**src/rtl/wsenc_pkg.sv**
```systemverilog
// Package with the request types, constants and bit-expansion helpers of the WS2812 encoder.
`timescale 1ns / 1ps

package wsenc_pkg;

  localparam int unsigned GapBytesDefault = 80;
  localparam int unsigned BrightWidth = 9;
  localparam int unsigned CodeWidth = 72;
  localparam int unsigned BytesPerPixel = 9;
  localparam int unsigned CntWidth = 4;

  localparam logic [2:0] BIT_ONE_CODE = 3'b110;
  localparam logic [2:0] BIT_ZERO_CODE = 3'b100;
  localparam logic [BrightWidth-1:0] BRIGHT_RESET = 9'd255;

  typedef enum logic {
    ACT_PIXEL = 1'b0,
    ACT_EOF   = 1'b1
  } action_t;

  typedef struct packed {
    logic        action;
    logic [23:0] color;
  } in_item_t;

  typedef struct packed {
    logic [7:0] spi_byte;
    logic [7:0] repeat_res;
    logic       last;
  } out_item_t;

  // Request handed from the encoder stage into the serializer.
  typedef struct packed {
    logic                 eof;
    logic [CodeWidth-1:0] code;
  } ser_load_t;

  // Each channel bit becomes a three-bit symbol, MSB first.
  function automatic logic [23:0] expand_bits(input logic [7:0] ch);
    logic [23:0] code;
    code = '0;
    for (int i = 0; i < 8; i++) begin
      code[3*i +: 3] = ch[i] ? BIT_ONE_CODE : BIT_ZERO_CODE;
    end
    return code;
  endfunction

endpackage

```
**src/rtl/ws2812_spi_pixel_encoder.sv**
```systemverilog
// Top level of the WS2812 SPI pixel encoder: input register, encoder and serializer.
`timescale 1ns / 1ps

// An accepted request passes the input register and the serializer's shift register
// before its bytes reach the output register. A pixel request yields nine bytes and an
// end-of-frame request yields one; each holds the serializer until its last byte leaves.
// The input register and output register let the next request enter while bytes drain.
// Reset (rst_n, synchronous, active low) empties all stages and sets brightness to 255.
module ws2812_spi_pixel_encoder #(
  parameter int unsigned GAP_BYTES = wsenc_pkg::GapBytesDefault
) (
  input  logic                                clk,
  input  logic                                rst_n,
  input  logic                                in_valid,
  output logic                                in_stall,
  input  wsenc_pkg::in_item_t                 in_data,
  output logic                                out_valid,
  input  logic                                out_stall,
  output wsenc_pkg::out_item_t                out_data,
  input  logic                                cfg_valid,
  output logic                                cfg_ready,
  input  logic [wsenc_pkg::BrightWidth-1:0]   cfg_data
);

  // Brightness register; every write is taken, unchecked. Software must only write it
  // while the pipeline is empty, so no request sees a half-applied change.
  logic [wsenc_pkg::BrightWidth-1:0] brightness_r;

  // Input register: holds one accepted request until the serializer takes it.
  logic                 in_full_r;
  wsenc_pkg::in_item_t  in_item_r;

  logic                                 ser_ready;
  logic                                 in_move;
  logic [wsenc_pkg::CodeWidth-1:0]      pixel_code;
  wsenc_pkg::ser_load_t                 ser_load;

  assign cfg_ready = 1'b1;

  always_ff @(posedge clk) begin
    if (!rst_n) begin
      brightness_r <= wsenc_pkg::BRIGHT_RESET;
    end else if (cfg_valid && cfg_ready) begin
      brightness_r <= cfg_data;
    end
  end

  // The input register frees up in the same cycle its request moves on, so
  // requests flow without a bubble whenever the serializer can take them.
  assign in_move  = in_full_r && ser_ready;
  assign in_stall = in_full_r && !ser_ready;

  always_ff @(posedge clk) begin
    if (!rst_n) begin
      in_full_r <= 1'b0;
    end else if (in_valid && !in_stall) begin
      in_full_r <= 1'b1;
    end else if (in_move) begin
      in_full_r <= 1'b0;
    end
  end

  always_ff @(posedge clk) begin
    if (in_valid && !in_stall) begin
      in_item_r <= in_data;
    end
  end

  // Scaling and symbol expansion sit between the input register and the
  // serializer's shift register.
  wsenc_scale_encode u_scale_encode (
    .color      (in_item_r.color),
    .brightness (brightness_r),
    .code       (pixel_code)
  );

  assign ser_load.eof  = (in_item_r.action == wsenc_pkg::ACT_EOF);
  assign ser_load.code = pixel_code;

  // The serializer shifts out one byte per cycle into its output register while
  // the output is not stalled; an end-of-frame request becomes a single zero byte
  // with the reset-gap repeat count.
  wsenc_serializer #(
    .GAP_BYTES (GAP_BYTES)
  ) u_serializer (
    .clk        (clk),
    .rst_n      (rst_n),
    .load_valid (in_full_r),
    .load       (ser_load),
    .load_ready (ser_ready),
    .out_valid  (out_valid),
    .out_stall  (out_stall),
    .out_data   (out_data)
  );

endmodule

```
**src/rtl/wsenc_scale_encode.sv**
```systemverilog
// Brightness scaling with saturation and 3-bit symbol expansion of one pixel.
`timescale 1ns / 1ps

module wsenc_scale_encode (
  input  logic [23:0]                       color,
  input  logic [wsenc_pkg::BrightWidth-1:0] brightness,
  output logic [wsenc_pkg::CodeWidth-1:0]   code
);

  logic [7:0] ch_in  [3];
  logic [7:0] ch_out [3];
  logic [16:0] prod  [3];

  // Wire order is green, red, blue.
  assign ch_in[0] = color[15:8];
  assign ch_in[1] = color[23:16];
  assign ch_in[2] = color[7:0];

  always_comb begin
    for (int c = 0; c < 3; c++) begin
      prod[c] = {9'd0, ch_in[c]} * {8'd0, brightness};
      // A product of 256 or more after the shift clamps to full scale.
      ch_out[c] = prod[c][16] ? 8'hFF : prod[c][15:8];
    end
  end

  assign code = {wsenc_pkg::expand_bits(ch_out[0]),
                 wsenc_pkg::expand_bits(ch_out[1]),
                 wsenc_pkg::expand_bits(ch_out[2])};

endmodule

```
**src/rtl/wsenc_serializer.sv**
```systemverilog
// Byte serializer with its own output register for the encoded pixel stream.
`timescale 1ns / 1ps

module wsenc_serializer #(
  parameter int unsigned GAP_BYTES = wsenc_pkg::GapBytesDefault
) (
  input  logic                 clk,
  input  logic                 rst_n,
  input  logic                 load_valid,
  input  wsenc_pkg::ser_load_t load,
  output logic                 load_ready,
  output logic                 out_valid,
  input  logic                 out_stall,
  output wsenc_pkg::out_item_t out_data
);

  logic                                busy_r;
  logic                                eof_r;
  logic [wsenc_pkg::CodeWidth-1:0]     code_r;
  logic [wsenc_pkg::CntWidth-1:0]      cnt_r;
  logic                                out_valid_r;
  wsenc_pkg::out_item_t                out_data_r;

  logic                                out_free;
  logic                                emit;
  logic                                emit_last;
  wsenc_pkg::out_item_t                emit_item;

  assign out_free  = !out_valid_r || !out_stall;
  assign emit      = busy_r && out_free;
  assign emit_last = eof_r ||
                     (cnt_r == wsenc_pkg::CntWidth'(wsenc_pkg::BytesPerPixel - 1));
  // A new pixel may load while the final byte of the current one leaves.
  assign load_ready = !busy_r || (emit && emit_last);

  always_comb begin
    if (eof_r) begin
      emit_item.spi_byte   = 8'd0;
      emit_item.repeat_res = 8'(GAP_BYTES);
    end else begin
      emit_item.spi_byte   = code_r[wsenc_pkg::CodeWidth-1 -: 8];
      emit_item.repeat_res = 8'd1;
    end
    emit_item.last = emit_last;
  end

  always_ff @(posedge clk) begin
    if (!rst_n) begin
      busy_r      <= 1'b0;
      out_valid_r <= 1'b0;
      cnt_r       <= '0;
      eof_r       <= 1'b0;
    end else begin
      if (load_valid && load_ready) begin
        busy_r <= 1'b1;
        eof_r  <= load.eof;
        cnt_r  <= '0;
      end else if (emit) begin
        cnt_r <= cnt_r + 1'b1;
        if (emit_last) begin
          busy_r <= 1'b0;
        end
      end
      if (emit) begin
        out_valid_r <= 1'b1;
      end else if (!out_stall) begin
        out_valid_r <= 1'b0;
      end
    end
  end

  always_ff @(posedge clk) begin
    if (load_valid && load_ready) begin
      code_r <= load.code;
    end else if (emit) begin
      code_r <= {code_r[wsenc_pkg::CodeWidth-9:0], 8'd0};
    end
    if (emit) begin
      out_data_r <= emit_item;
    end
  end

  assign out_valid = out_valid_r;
  assign out_data  = out_data_r;

endmodule

```
**config.mk**
```make
export PLATFORM = sky130hd
export DESIGN_NAME = ws2812_spi_pixel_encoder
export DESIGN_NICKNAME = d
export VERILOG_FILES = /design/src/rtl/wsenc_pkg.sv /design/src/rtl/ws2812_spi_pixel_encoder.sv /design/src/rtl/wsenc_scale_encode.sv /design/src/rtl/wsenc_serializer.sv
export SDC_FILE = /design/constraint.sdc
export NUM_CORES = 1
export LEC_CHECK = 0
export BUFFER_PORTS_ARGS = -buffer_cell sky130_fd_sc_hd__buf_2
export CORE_MARGIN = 4
export CORE_UTILIZATION = 25
export DETAILED_ROUTE_END_ITERATION = 7
export SLEW_MARGIN = 30
export SYNTH_ARGS = -nofsm -noshare
export SYNTH_HDL_FRONTEND = slang
export SYNTH_SLANG_ARGS = --single-unit
```
**constraint.sdc**
```tcl
create_clock -name clk -period 13.2 [get_ports clk]
set_clock_uncertainty 0.2 [all_clocks]
set_input_delay 1.98 -clock clk [delete_from_list [all_inputs] [get_ports clk]]
set_output_delay 1.98 -clock clk [all_outputs]
set_load 0.1 [all_outputs]
```
==> flow_summary.toml, run 1 <==
[setup_path]
rr_endpoint = "u_serializer.code_r[19]$_DFFE_PP_"
cp_slowest_cell = "dfxtp_1"
r2r.worst_path.cells = 14
rrSetupSlack_ns = 7.70
worstSetupEndpointType = "flop"
crit_chain = "and2_1, fa_1, fa_1, fa_1, inv_1, fa_1, inv_1, ha_1, a21oi_1, o21ai_1, a311oi_1, o31ai_2, xnor2_2, a31oi_1"
path_class = "flop to flop"
r2r-start = "brightness_r[7]$_SDFFE_PN1P_"
worstPathArrival_ns = 5.43
required_ns = 13.13
cp-startpoint = "brightness_r[7]$_SDFFE_PN1P_"
cp_max_fo = 25
cp_common_cell = "fa_1"
max_stage_delay_ns = 0.95
cp-start-kind = "flop"
endpoint = "u_serializer.code_r[19]$_DFFE_PP_"

[clock_network]
cts_buffer_depth = 2
cts_tree = "done"
cts_resized = 0
clock-sinks = 118
postCtsSetupRepairBufs = 0
numCtsBuffers = 17
clk_latency_ns = 0.43
holdBufCountCts = 0
cts_root_buf = "clkbuf_16"
h-tree-depth = 4
clk_pin_slew_ns = 0.07

[power_and_ir_drop]
power_frac_clock_pct = 17.2
ir_worst_vdd_uv = 91.4
p_seq_share_pct = 19.2
p_sw_mw = 1.24
p_int_mw = 1.41
combPwrFrac_pct = 63.6
total_power_mw = 2.66
p_per_area_mw_per_mm2 = 212
power.share.switching_pct = 46.8
leakage_nw = 5.51

[global_route]
grt.total_usage_pct = 10.3
grt_pass1_vias = 7615
overflow = 0
grt_max_degree = 66
grt_first_pass_wirelength_mm = 39.2
antenna_found_initial = 0

[timing]
finalCritPeriodShare_pct = 41.7
setup_viol = 0
setup_tns_ns = 0
slew_headroom_pct = 36.2
final-max-slew-violation-count = 0
timing.fmax_mhz = 182
tightest_slew_ns = 0.955
rsz0062_at_grt = "false"
hold_viol = 0
fin_crit_ns = 5.50

[place]
hpwl_mm = 17.5
port_buffers = 52
gp_congestion = 0.807
dp_cells = 1664

[floorplanning]
fp.dieH_um = 219
initial_core_util_pct = 25.5
io_pins = 59
die-area_mm2 = 0.0478
fp.dieW_um = 219
num_rows = 76
core-area_mm2 = 0.0435

[finish]
areaGrowthSynthToFinish_pct = 13.1
layout_commonest_cell = "and2_1"
drive_gt1_share_pct = 10.3
mostFrequentLayoutCells = "192 x and2_1, 154 x inv_1, 123 x fa_1, 104 x ha_1, 101 x edfxtp_1"
fin_nets = 1364
diodes = 0
fillCellCount = 4493
fin_cells = 1696

[yosys]
ys.flop_type = "edfxtp_1"
synth-async-reset-ratio_pct = 0
synth_seq_area_share_pct = 30.4
yosysWarnings = 0
synth_seq_cells = 118
synth_edf_count = 101
syn_avg_cell_area_um2 = 10.5
yosysUniqueCellTypes = 66
synth_area_mm2 = 0.0111
synth_cells = 1058

[route]
first_iter_violations = 303
drc = 0
vias = 7253
via_per_inst = 4.28
detail-route-antenna-nets = 0
wl_per_cell_um = 13.6
drt-total-wl_mm = 23.1
firstDrtPassIters = 5

[status]
status = "completed"

[run]
cap_violations = 0

[hold_path]
hp-class = "flop to flop"
synth_stat cells (12+ instances only):
| cell type | number | area, µm² |
|---|---|---|
| dfxtp_1 | 17 | 340 |
| inv_1 | 154 | 578 |
| and2_1 | 192 | 1200 |
| fa_1 | 123 | 2460 |
| a31oi_1 | 21 | 131 |
| o21ai_0 | 14 | 70.1 |
| clkbuf_1 | 30 | 113 |
| nor2b_1 | 12 | 75.1 |
| a21oi_1 | 28 | 140 |
| ha_1 | 104 | 1300 |
| nand2b_1 | 22 | 138 |
| edfxtp_1 | 101 | 3030 |
| nand2_1 | 64 | 240 |
| xnor2_1 | 18 | 158 |
| nor2_1 | 35 | 131 |
state kept, by name, summed over array words and instances, names as in the netlist:
name,count
u_serializer.busy_r,1
in_item_r,25
u_serializer.cnt_r,4
brightness_r,9
u_serializer.out_valid,1
u_serializer.eof_r,1
u_serializer.out_data,11
in_full_r,1
u_serializer.code_r,65
kinds of logic (layout without fill, tap and decap cells):
family,after synthesis,in the layout,share of synthesized area [%]
muxes,10,10,0.913
xor gates and xnor gates,30,30,2.57
other,2,6,0.0677
and+or+nand+nor,366,366,18.6
AOI/OAI and AO/OA,109,109,6.61
adders and majority gates,227,227,33.9
buffers and inverters,196,245,6.91
DFF,118,118,30.4
area by class of cell:
cell class	instances	area (µm²)	share of cell area, %
Tap cell	585	732	5.83
Inverter	155	582	4.64
Clock inverter	15	151	1.21
Sequential cell	118	3370	26.9
Clock buffer	17	425	3.39
Timing Repair Buffer	58	305	2.43
Multi-Input combinational cell	748	6980	55.6
how the worst min path moves through the flow:
| stage | to | start | slack [ns] | depth (start not counted) |
|---|---|---|---|---|
| after floorplan | u_serializer.out_data[5]$_DFFE_PP_ | u_serializer.eof_r$_SDFFE_PN0P_ | 0.23 | 0 |
| after global placement | u_serializer.code_r[71]$_SDFFCE_PP1P_ | u_serializer.code_r[63]$_SDFFCE_PP0P_ | 0.28 | 1 |
| after detailed placement | u_serializer.code_r[59]$_SDFFCE_PP1P_ | u_serializer.code_r[51]$_SDFFCE_PP0P_ | 0.29 | 1 |
| after CTS | u_serializer.code_r[47]$_SDFFCE_PP1P_ | u_serializer.code_r[39]$_SDFFCE_PP0P_ | 0.30 | 1 |
| after global routing | u_serializer.code_r[47]$_SDFFCE_PP1P_ | u_serializer.code_r[39]$_SDFFCE_PP0P_ | 0.32 | 1 |
| final | u_serializer.code_r[47]$_SDFFCE_PP1P_ | u_serializer.code_r[39]$_SDFFCE_PP0P_ | 0.30 | 1 |
stage by stage:
step / instance area, µm² / util, % / worst slack [ns] / hold slack, ns
2_1_floorplan: 11100 / - / 7.44 / 0.229
5_1_grt: 12500 / 28.9 / 7.45 / 0.323
4_1_cts: 12500 / 28.9 / 7.70 / 0.297
3_5_place_dp: 12000 / 27.5 / 7.72 / 0.285
3_3_place_gp: 12000 / 27.5 / 7.84 / 0.281
6_report: 12500 / 28.9 / 7.70 / 0.296
metal layers:
layer	global-route usage (%)	part of all wire [%]	wire length (µm)
met1	12.9	45	10300
met2	18.0	50	11600
met3	1.90	3.7	860
met4	2.99	1.5	348
met5	0	0	0
worst max-delay path: cells and delay by family, from the launching register on:
kind            cells  cell delay, ns
fa+ha+maj           5            2.26
compound gates      5            1.08
flops               1            0.95
xor+xnor            1            0.36
simple gates        1            0.27
buf+inv             2            0.09
power by group through the flow:
stage                     registers [mW]  logic, mW  clock network (mW)
after CTS                          0.510       1.70               0.471
after floorplan                    0.518       1.27                   0
final                              0.510       1.69               0.458
after global placement             0.517       1.65                   0
after detailed placement           0.518       1.68                   0
after global routing               0.517       1.91               0.490
No activity file was read; power rests on OpenSTA's default activity.
==> run 2, diff against run 1 <==
- clock period: 13.2 -> 5.45 ns (I/O delays scaled with it)
==> run 2 against run 1 <==
  * Worst hold slack got worse by 0.0011 ns
  * Die area did not move
  * Cell area rose by 0.86%
  * Utilization rose by 0.25 points
==> flow_summary.toml, run 2 (synthesized netlist as in run 1, its figures left out) <==
[finish]
layout_commonest_cell = "and2_1"
fillCellCount = 4482
largest_reg_flops = 65
fin_nets = 1378
multi_input_area_mm2 = 0.00698
top_register = "u_serializer.code_r"
diodes = 0
seqCellArea_mm2 = 0.00338
design_area_mm2 = 0.0127
mostFrequentLayoutCells = "192 x and2_1, 154 x inv_1, 123 x fa_1, 104 x ha_1, 101 x edfxtp_1"
areaGrowthSynthToFinish_pct = 14.0
drive_gt1_share_pct = 11.6

[timing]
setup_viol = 0
hold_viol = 0
final-max-slew-violation-count = 0
hold-worst-slack_ns = 0.295
finalCritPeriodShare_pct = 94.3
rsz0062_at_grt = "false"
timing.fmax_mhz = 195
fin_crit_ns = 5.14
tightest_slew_ns = 0.771
slew_headroom_pct = 48.6
setup_tns_ns = 0

[route]
wl_per_cell_um = 13.8
drc = 0
vias = 7343
via_per_inst = 4.29
detail-route-antenna-nets = 0
first_iter_violations = 222
firstDrtPassIters = 5
drt-total-wl_mm = 23.6

[setup_path]
worstSetupEndpointType = "flop"
rrSetupSlack_ns = 0.31
cp_max_fo = 10
cp-start-kind = "flop"
worstPathArrival_ns = 5.10
required_ns = 5.41
path_class = "flop to flop"

[power_and_ir_drop]
combPwrFrac_pct = 63.5
leakage_nw = 5.57
ir_worst_vdd_uv = 228
p_seq_share_pct = 19.1
power.share.switching_pct = 46.5
p_int_mw = 3.44
p_sw_mw = 2.99
p_per_area_mw_per_mm2 = 508
power_frac_clock_pct = 17.4

[place]
gp_congestion = 0.804
placed_area_mm2 = 0.0121
port_buffers = 52
hpwl_mm = 18.2

[global_route]
grt_max_degree = 38
antenna_found_initial = 1
grt_pass1_vias = 7841
grt_first_pass_wirelength_mm = 39.7
overflow = 0
grt.total_usage_pct = 10.4

[clock_network]
cts_root_buf = "clkbuf_16"
numCtsBuffers = 17
clock-sinks = 118
cts_buffer_depth = 2
cts_tree = "done"
clk_pin_slew_ns = 0.07
clk_latency_ns = 0.43
h-tree-depth = 4

[floorplanning]
die-area_mm2 = 0.0478
fp.dieH_um = 219
io_pins = 59
initial_core_util_pct = 25.5
fp.dieW_um = 219
core-area_mm2 = 0.0435
num_rows = 76

[status]
status = "completed"

[hold_path]
hp-class = "flop to flop"

[run]
cap_violations = 0
[run 2: area by class of cell]
| cell class | count | area share (%) |
|---|---|---|
| Timing Repair Buffer | 72 | 3.24 |
| Multi-Input combinational cell | 748 | 55.1 |
| Clock inverter | 15 | 1.19 |
| Tap cell | 585 | 5.78 |
| Inverter | 155 | 4.60 |
| Clock buffer | 17 | 3.36 |
| Sequential cell | 118 | 26.7 |
[run 2: per-stage QoR]
step	power [mW]	instances	setup slack (ns)	utilization [%]
after floorplan	4.34	1062	0.675	-
after global placement	5.26	1678	0.208	27.8
after detailed placement	5.31	1678	0.150	27.8
after CTS	6.48	1710	0.108	29.1
after global routing	7.05	1710	0.0294	29.1
final	6.43	1710	0.311	29.1
[run 2: worst paths after layout]
check / end / startpoint / cells after the start
worst max register to register: u_serializer.code_r[70]$_DFFE_PP_ / brightness_r[3]$_SDFFE_PN1P_ / 15
worst min-delay path: u_serializer.code_r[35]$_SDFFCE_PP1P_ / u_serializer.code_r[27]$_SDFFCE_PP0P_ / 1
worst min register to register: u_serializer.code_r[35]$_SDFFCE_PP1P_ / u_serializer.code_r[27]$_SDFFCE_PP0P_ / 1
worst max-delay path: u_serializer.code_r[70]$_DFFE_PP_ / brightness_r[3]$_SDFFE_PN1P_ / 15
[run 2: worst max-delay path, stage by stage, from the launching register on]
cell and delay, ns:
dfxtp_1 0.43, buf_4 0.23, and2_1 0.15, fa_1 0.44, fa_1 0.51, inv_1 0.06
fa_1 0.48, fa_1 0.49, inv_1 0.05, ha_1 0.33, a211oi_2 0.22, o21ai_1 0.09
a221o_1 0.40, or4_1 0.42, a41oi_1 0.26, a21oi_1 0.10
[run 2: power groups by stage]
stage	Sequential, mW	Clock (mW)	Combinational [mW]
2_1_floorplan	1.26	0	3.09
3_3_place_gp	1.25	0	4.01
3_5_place_dp	1.25	0	4.06
4_1_cts	1.23	1.16	4.10
5_1_grt	1.24	1.19	4.62
6_report	1.23	1.12	4.08
[run 2: routing by layer]
layer	vias to the layer above	GRT usage, %	routed length (µm)
met4	0	3.81	643
li1	3550	-	-
met5	-	0	0
met3	38	1.89	665
met1	3630	13.1	10700
met2	125	17.8	11500
[run 2: what timing repair did]
| item | in CTS | in global routing |
|---|---|---|
| hold buffers | 0 | 0 |
| setup buffers | 0 | 0 |
| gates resized for setup | 0 | 3 |
| setup endpoints to repair | 0 | 24 |
==> run 3, diff against run 2 <==
- ABC_CLOCK_PERIOD_IN_PS: not set -> 5450
- REMOVE_ABC_BUFFERS: not set -> 1
==> run 3 against run 2 <==
  * Routed wire length shrank 1.1%
  * Critical path depth grew 1
  * First-iteration DRC count grew 34%
  * Cell area grew 0.49%
  * Combinational power shrank 1%
  * Cell count grew 0.18%
  * Global-route usage shrank 0.10 points
  * Sequential share of layout area shrank 0.14 points
  * Setup slack gained 0.057 ns
  * Highest routed layer is now met5
  * Worst hold slack lost 0.011 ns
  * Die area is the same
  * Sequential power is essentially flat
  * Critical path type unchanged
==> flow_summary.toml, run 3 (synthesized netlist as in run 1, its figures left out) <==
[status]
status = "completed"

[clock_network]
numCtsBuffers = 17
clk_pin_slew_ns = 0.06
h-tree-depth = 4
cts_root_buf = "clkbuf_16"
clock-sinks = 118
clk_latency_ns = 0.42
holdBufCountCts = 0
cts_buffer_depth = 2
postCtsSetupRepairBufs = 0
cts_tree = "done"

[floorplanning]
fp.dieW_um = 219
initial_core_util_pct = 25.5
io_pins = 59
core-area_mm2 = 0.0435
die-area_mm2 = 0.0478
num_rows = 76
fp.dieH_um = 219

[timing]
finalCritPeriodShare_pct = 93.3
final-max-slew-violation-count = 0
tightest_slew_ns = 0.718
hold_viol = 0
rsz0062_at_grt = "false"
fin_crit_ns = 5.08
timing.fmax_mhz = 197
slew_headroom_pct = 52.1
setup_tns_ns = 0
setup_viol = 0

[route]
wl_per_cell_um = 13.6
detail-route-antenna-nets = 0
firstDrtPassIters = 4
drc = 0
vias = 7367
first_iter_violations = 298
via_per_inst = 4.30
drt-total-wl_mm = 23.3

[setup_path]
cp_max_fo = 13
worstPathArrival_ns = 5.01
r2r-start = "brightness_r[1]$_SDFFE_PN1P_"
worstSetupEndpointType = "flop"
required_ns = 5.38
cp-startpoint = "brightness_r[1]$_SDFFE_PN1P_"
cp-start-kind = "flop"
path_class = "flop to flop"

[power_and_ir_drop]
total_power_mw = 6.46
ir_worst_vdd_uv = 283
p_per_area_mw_per_mm2 = 508
leakage_nw = 5.60

[finish]
areaGrowthSynthToFinish_pct = 14.6
largest_reg_flops = 65
layout_commonest_cell = "and2_1"
mostFrequentLayoutCells = "192 x and2_1, 154 x inv_1, 123 x fa_1, 104 x ha_1, 101 x edfxtp_1"
fin_cells = 1713
fin_nets = 1381
diodes = 0
drive_gt1_share_pct = 11.8
top_register = "u_serializer.code_r"

[place]
gp_congestion = 0.820
dp_cells = 1681
port_buffers = 52
hpwl_mm = 18.2

[global_route]
grt_pass1_vias = 8042
grt_first_pass_wirelength_mm = 40.1
grt.total_usage_pct = 10.3
overflow = 0
antenna_found_initial = 1
grt_max_degree = 50

[run]
cap_violations = 0

[hold_path]
hp-class = "flop to flop"
min-delay-start = "in_full_r$_SDFFE_PN0P_"
-- run 3: cell types whose count changed in the layout (fill, tap and decap cells not counted), sizes merged --
| cell | before | now |
|---|---|---|
| inv | 167 | 163 |
| bufinv | 0 | 3 |
| buf | 72 | 75 |
| clkinvlp | 1 | 2 |
-- run 3: worst max-delay path, cell delays in order (launching register included) --
cell and delay (ns):
dfxtp_1 0.67, buf_4 0.25, nand2_1 0.08, fa_1 0.48, fa_1 0.49, inv_1 0.05
fa_1 0.48, inv_1 0.05, fa_1 0.47, inv_1 0.04, ha_1 0.32, nand4_1 0.13
o22ai_1 0.28, nor2_1 0.14, o221ai_2 0.21, xor2_2 0.32, a31oi_1 0.14
-- run 3: what timing repair did --
item | in CTS | in global routing
gates resized for setup | 0 | 2
endpoints found under the hold margin | 0 | 0
setup endpoints to repair | 0 | 23
-- run 3: worst paths after layout --
kind | end | slack (ns) | depth (start not counted)
setup / recovery | u_serializer.code_r[40]$_DFFE_PP_ | 0.37 | 16
hold / removal | u_serializer.busy_r$_SDFFE_PN0P_ | 0.28 | 2
setup reg to reg | u_serializer.code_r[40]$_DFFE_PP_ | 0.37 | 16
hold reg to reg | u_serializer.busy_r$_SDFFE_PN0P_ | 0.28 | 2
-- run 3: cell type report --
cell class,count,area (µm²)
Fill cell,4561,30700
Multi-Input combinational cell,748,6980
Sequential cell,118,3380
Tap cell,585,732
Inverter,155,582
Timing Repair Buffer,75,433
Clock buffer,17,425
Clock inverter,15,191
-- run 3: power breakdown --
part	internal (mW)	switching (mW)	total [mW]
registers	1.16	0.0685	1.23
clock network	0.732	0.461	1.19
logic	1.66	2.37	4.03
-- run 3: per-stage QoR --
stage,utilization [%],cell area [µm²],worst slack (ns),hold slack [ns]
floorplan,-,10900,0.728,0.248
global placement,27.8,12100,0.188,0.267
detailed placement,27.8,12100,0.161,0.285
CTS,29.3,12700,0.142,0.292
global route,29.3,12700,0.0423,0.303
finish,29.3,12700,0.368,0.284
-- run 3: layer usage --
| layer | routed length (µm) | vias up | global-route usage [%] |
|---|---|---|---|
| li1 | - | 3544 | - |
| met1 | 10800 | 3688 | 13.2 |
| met2 | 11400 | 104 | 17.8 |
| met3 | 610 | 29 | 1.65 |
| met4 | 499 | 2 | 3.20 |
| met5 | 13 | - | 0 |
